File: config.mk
export PLATFORM = sky130hd
export DESIGN_NAME = bir_coord
export DESIGN_NICKNAME = d
export VERILOG_FILES = /design/src/hdl/bir_coord.sv
export SDC_FILE = /design/constraint.sdc
export NUM_CORES = 1
export LEC_CHECK = 0
export BUFFER_PORTS_ARGS = -buffer_cell sky130_fd_sc_hd__buf_2
export CAP_MARGIN = 20
export CELL_PAD_IN_SITES_DETAIL_PLACEMENT = 0
export CELL_PAD_IN_SITES_GLOBAL_PLACEMENT = 1
export CORE_MARGIN = 8
export CORE_UTILIZATION = 54
export CTS_CLUSTER_DIAMETER = 200
export CTS_CLUSTER_SIZE = 12
export DETAILED_ROUTE_END_ITERATION = 12
export PLACE_DENSITY = 0.88
export SYNTH_ARGS = -nofsm -noshare
export SYNTH_HDL_FRONTEND = slang
export SYNTH_SLANG_ARGS = --single-unit
File: constraint.sdc
create_clock -name clk_i -period 8.6 [get_ports clk_i]
set_clock_uncertainty 0.2 [all_clocks]
set_input_delay 1.72 -clock clk_i [delete_from_list [all_inputs] [get_ports clk_i]]
set_output_delay 1.72 -clock clk_i [all_outputs]
set_load 0.01 [all_outputs]
File: src/hdl/bir_coord.sv
// pipelined restoring divider, one quotient bit per stage, for source coordinates
module bir_coord #(
  parameter int NUM_W = 22,
  parameter int DV_W  = 13
) (
  input  logic             clk_i,
  input  logic [NUM_W-1:0] num_i,
  input  logic [DV_W-1:0]  dv_i,
  output logic [NUM_W-1:0] q_o,
  output logic [DV_W-1:0]  r_o
);

  logic [NUM_W-1:0] num_q [NUM_W];
  logic [NUM_W-1:0] quo_q [NUM_W];
  logic [DV_W-1:0]  rem_q [NUM_W];

  for (genvar i = 0; i < NUM_W; i++) begin : g_stage
    logic [NUM_W-1:0] num_p;
    logic [NUM_W-1:0] quo_p;
    logic [DV_W-1:0]  rem_p;
    logic [DV_W:0]    sh;
    logic [DV_W-1:0]  rem_d;
    logic [NUM_W-1:0] quo_d;

    if (i == 0) begin : g_first
      assign num_p = num_i;
      assign quo_p = '0;
      assign rem_p = '0;
    end else begin : g_next
      assign num_p = num_q[i-1];
      assign quo_p = quo_q[i-1];
      assign rem_p = rem_q[i-1];
    end

    always_comb begin
      sh    = {rem_p, num_p[NUM_W-1-i]};
      quo_d = quo_p;
      if (sh >= {1'b0, dv_i}) begin
        rem_d              = DV_W'(sh - {1'b0, dv_i});
        quo_d[NUM_W-1-i]   = 1'b1;
      end else begin
        rem_d = sh[DV_W-1:0];
      end
    end

    always_ff @(posedge clk_i) begin
      num_q[i] <= num_p;
      quo_q[i] <= quo_d;
      rem_q[i] <= rem_d;
    end
  end

  assign q_o = quo_q[NUM_W-1];
  assign r_o = rem_q[NUM_W-1];

endmodule

==> impl_metrics.py <==
metrics = {
    "run_status": {
        "status": "completed",
    },
    "worst_setup_path": {
        "end_kind": "flip-flop",
        "worst_path_largest_cell_delay_ns": 0.49,
        "worst_path_max_delay_cell": "inv_1",
        "cp_top_family": "buffers and inverters",
        "critPathMaxFanout": 14,
        "r2r_end": "rem_q[2][6]",
        "crit_required_ns": 8.89,
        "reg2reg_slack_ns": 5.20,
        "critPathBufInv": 3,
        "arrival_ns": 5.10,
        "r2r-start": "num_q[0][83]",
        "crit_type": "primary input to flip-flop",
        "ff2ff_path_depth": 11,
        "path_cells": "buf_2, inv_1, buf_4, ha_1, a2111oi_0, nand2b_1, a221oi_2, or2_1, nand2_1, mux2_1",
        "crit_path_start_kind": "primary input",
    },
    "cts": {
        "holdBufCountCts": 0,
        "clkSlewWorstSetupHoldPaths_ns": 0.06,
        "root_buffer": "clkbuf_16",
        "cts_tree": "built",
        "postCtsResizedCells": 0,
        "htreeDepth": 3,
        "cts_buffer_depth": 3,
        "worstSkewPairLatency_ns": 0.61,
        "postCtsSetupBuffers": 0,
        "clkSinkCount": 770,
        "cts_made_buffers": 74,
    },
    "floorplanning": {
        "start_util": 0.542,
        "die_area_sq_um": 65600,
        "placementRows": 88,
        "dieWidth_um": 256,
        "die_h_um": 256,
        "ios": 71,
        "core_sq_um": 57400,
    },
    "sta": {
        "hold_ws_ns": 0.114,
        "setup_ws_ns": 3.79,
        "finalCriticalPeriod_ns": 4.81,
        "fin_setup_tns_ns": 0,
        "period_share": 0.560,
        "hold_viol_final": 0,
        "worstMarginPinSlew_ns": 0.980,
        "max-slew-margin-rel": 0.346,
        "max_freq_mhz": 208,
        "setup_viol": 0,
        "rsz0062_at_grt": "no",
        "slew_viol_final": 0,
    },
    "power": {
        "fin_total_pwr_mw": 12.0,
        "ir_drop_uv": 210,
        "cellPowerDensity_nw_per_um2": 350,
        "leakage_nw": 15.0,
    },
    "detailed_routing": {
        "wl_per_cell_um": 16.9,
        "drc": 0,
        "drtPass1Iterations": 5,
        "routed_wl_um": 63200,
        "dr_total_vias": 20500,
        "drt_iter0_drc": 883,
        "drtAntennaViolNets": 0,
        "via_per_inst": 5.49,
    },
    "yosys": {
        "synth_ff_type": "dfxtp_1",
        "netlist_top_cells_count": "770 x dfxtp_1, 275 x ha_1, 191 x a21oi_1",
        "yosysSeqAreaShare": 0.495,
        "synthTopCellsByArea": "dfxtp_1 50%, ha_1 11%, mux2_2 6.4%, xnor2_1 3.5%, a21oi_1 3.1%",
        "yosys_warnings": 0,
        "syn_nets": 3168,
        "synth_area_sq_um": 31100,
        "synth_edf_count": 0,
        "syn_inst": 2836,
        "ys_async_sr_fraction": 0,
        "yosys.cell_count.top_type": "dfxtp_1",
        "synth.distinct_cells": 76,
        "synth_seq_cells": 770,
        "synth.largest_area_cell": "dfxtp_1",
        "synth.avg_cell_area_sq_um": 11.0,
        "yosysTopAreaCellShare": 0.495,
    },
    "global_route": {
        "first_global_vias": 21000,
        "grt_usage": 0.189,
        "grt_pass1_wl_um": 103000,
        "grt.overflow.total": 0,
        "grt_max_degree": 28,
        "antenna_found_initial": 0,
    },
    "placed_design": {
        "port_buffers": 70,
        "gp_congestion": 0.872,
        "place_ws_ns": 2.84,
        "hpwl_um": 43200,
    },
    "worst_hold_path": {
        "hold_end": "quo_q[5][20]",
        "hold_class": "flip-flop to flip-flop",
        "whs_path_depth": 0,
        "hp-start": "quo_q[4][20]",
    },
    "final_layout": {
        "final_nets": 3302,
        "syn_to_final_growth_pct": 10.4,
        "drive_gt1_frac": 0.137,
        "nFillCells": 4704,
        "diodes": 0,
    },
    "run": {
        "cap_violations": 0,
    },
}
power breakdown:
part / switching (mW) / internal, mW / leakage, nW
Sequential: 0.344 / 4.32 / 6.40
Combinational: 2.36 / 2.21 / 7.63
Clock: 1.24 / 1.55 / 0.962
Total: 3.94 / 8.08 / 15.0
flip-flops by register name, indices dropped and copies added (netlist names):
name and cells:
rem_q 286, quo_q 253, num_q 231
how the worst max path moves through the flow:
stage	slack [ns]	start	cells past startpoint	to
finish	3.79	dv_i[7]	10	rem_q[7][21]
global route	3.59	dv_i[7]	10	rem_q[7][21]
CTS	3.53	dv_i[5]	10	rem_q[10][10]
detailed placement	2.84	dv_i[5]	10	rem_q[10][10]
global placement	3.01	dv_i[5]	10	rem_q[10][12]
floorplan	4.10	dv_i[2]	10	rem_q[9][10]
area by class of cell:
| cell class | count | area, sq um | area share |
|---|---|---|---|
| inverters | 88 | 330 | 0.00961 |
| multi-input cells | 1949 | 15200 | 0.443 |
| flip-flops and latches | 770 | 15400 | 0.449 |
| well taps | 765 | 957 | 0.0279 |
| clock buffers | 75 | 1880 | 0.0546 |
| repair buffers | 87 | 485 | 0.0141 |
| clock inverters | 6 | 85.1 | 0.00248 |
layer usage:
layer	vias to the layer above	global-route usage	share of wire	wire (um)
met4	0	0.0619	0.027	1680
met3	121	0.0363	0.045	2850
met5	-	0	0	0
met2	407	0.318	0.46	29000
li1	10400	-	-	-
met1	9651	0.243	0.47	29600
worst reg2reg max path: cells and delay by family, from the launching register on:
kind,cells,cell delay (ns)
AO/OA/AOI/OAI,3,1.22
adder cells (fa/ha/maj),2,0.63
buffers and inverters,2,0.30
flip-flops,1,0.31
multiplexers,1,0.34
AND/OR/NAND/NOR,3,0.29
per-stage QoR:
stage | std cells | instance area, sq um | util
after detailed placement | 3656 | 32400 | 0.564
after global routing | 3740 | 34400 | 0.599
final | 3740 | 34400 | 0.599
after CTS | 3737 | 34300 | 0.598
after global placement | 3655 | 32400 | 0.564
after floorplan | 2836 | 31100 | -
kinds of logic after synthesis:
group	Yosys count	synth area share
simple gates	625	0.0969
buf+inv	117	0.0159
xor+xnor	191	0.0538
fa+ha+maj	296	0.124
mux	216	0.0777
compound gates	621	0.136
flops	770	0.495
cells in the final DEF, fill, tap and decap left out, drive strengths merged, types with 15 or more instances in the layout:
| cell | synthesis | final |
|---|---|---|
| buf | 24 | 87 |
| inv | 88 | 90 |
| mux2 | 184 | 184 |
| o31ai | 29 | 29 |
| mux2i | 32 | 32 |
| nor3 | 45 | 45 |
| a211oi | 22 | 22 |
| nor2 | 178 | 178 |
| nor2b | 55 | 55 |
| nand2b | 42 | 42 |
| clkbuf | 5 | 75 |
| a21oi | 193 | 193 |
| nand4 | 36 | 36 |
| ha | 275 | 275 |
| nand2 | 159 | 159 |
| a2111oi | 15 | 15 |
| xor2 | 65 | 65 |
| o21a | 56 | 56 |
| dfxtp | 770 | 770 |
| fa | 21 | 21 |
| nand3 | 32 | 32 |
| xnor2 | 126 | 126 |
| a21o | 49 | 49 |
| o21ai | 131 | 131 |
| and2 | 27 | 27 |
(Power assumes the default switching activity.)
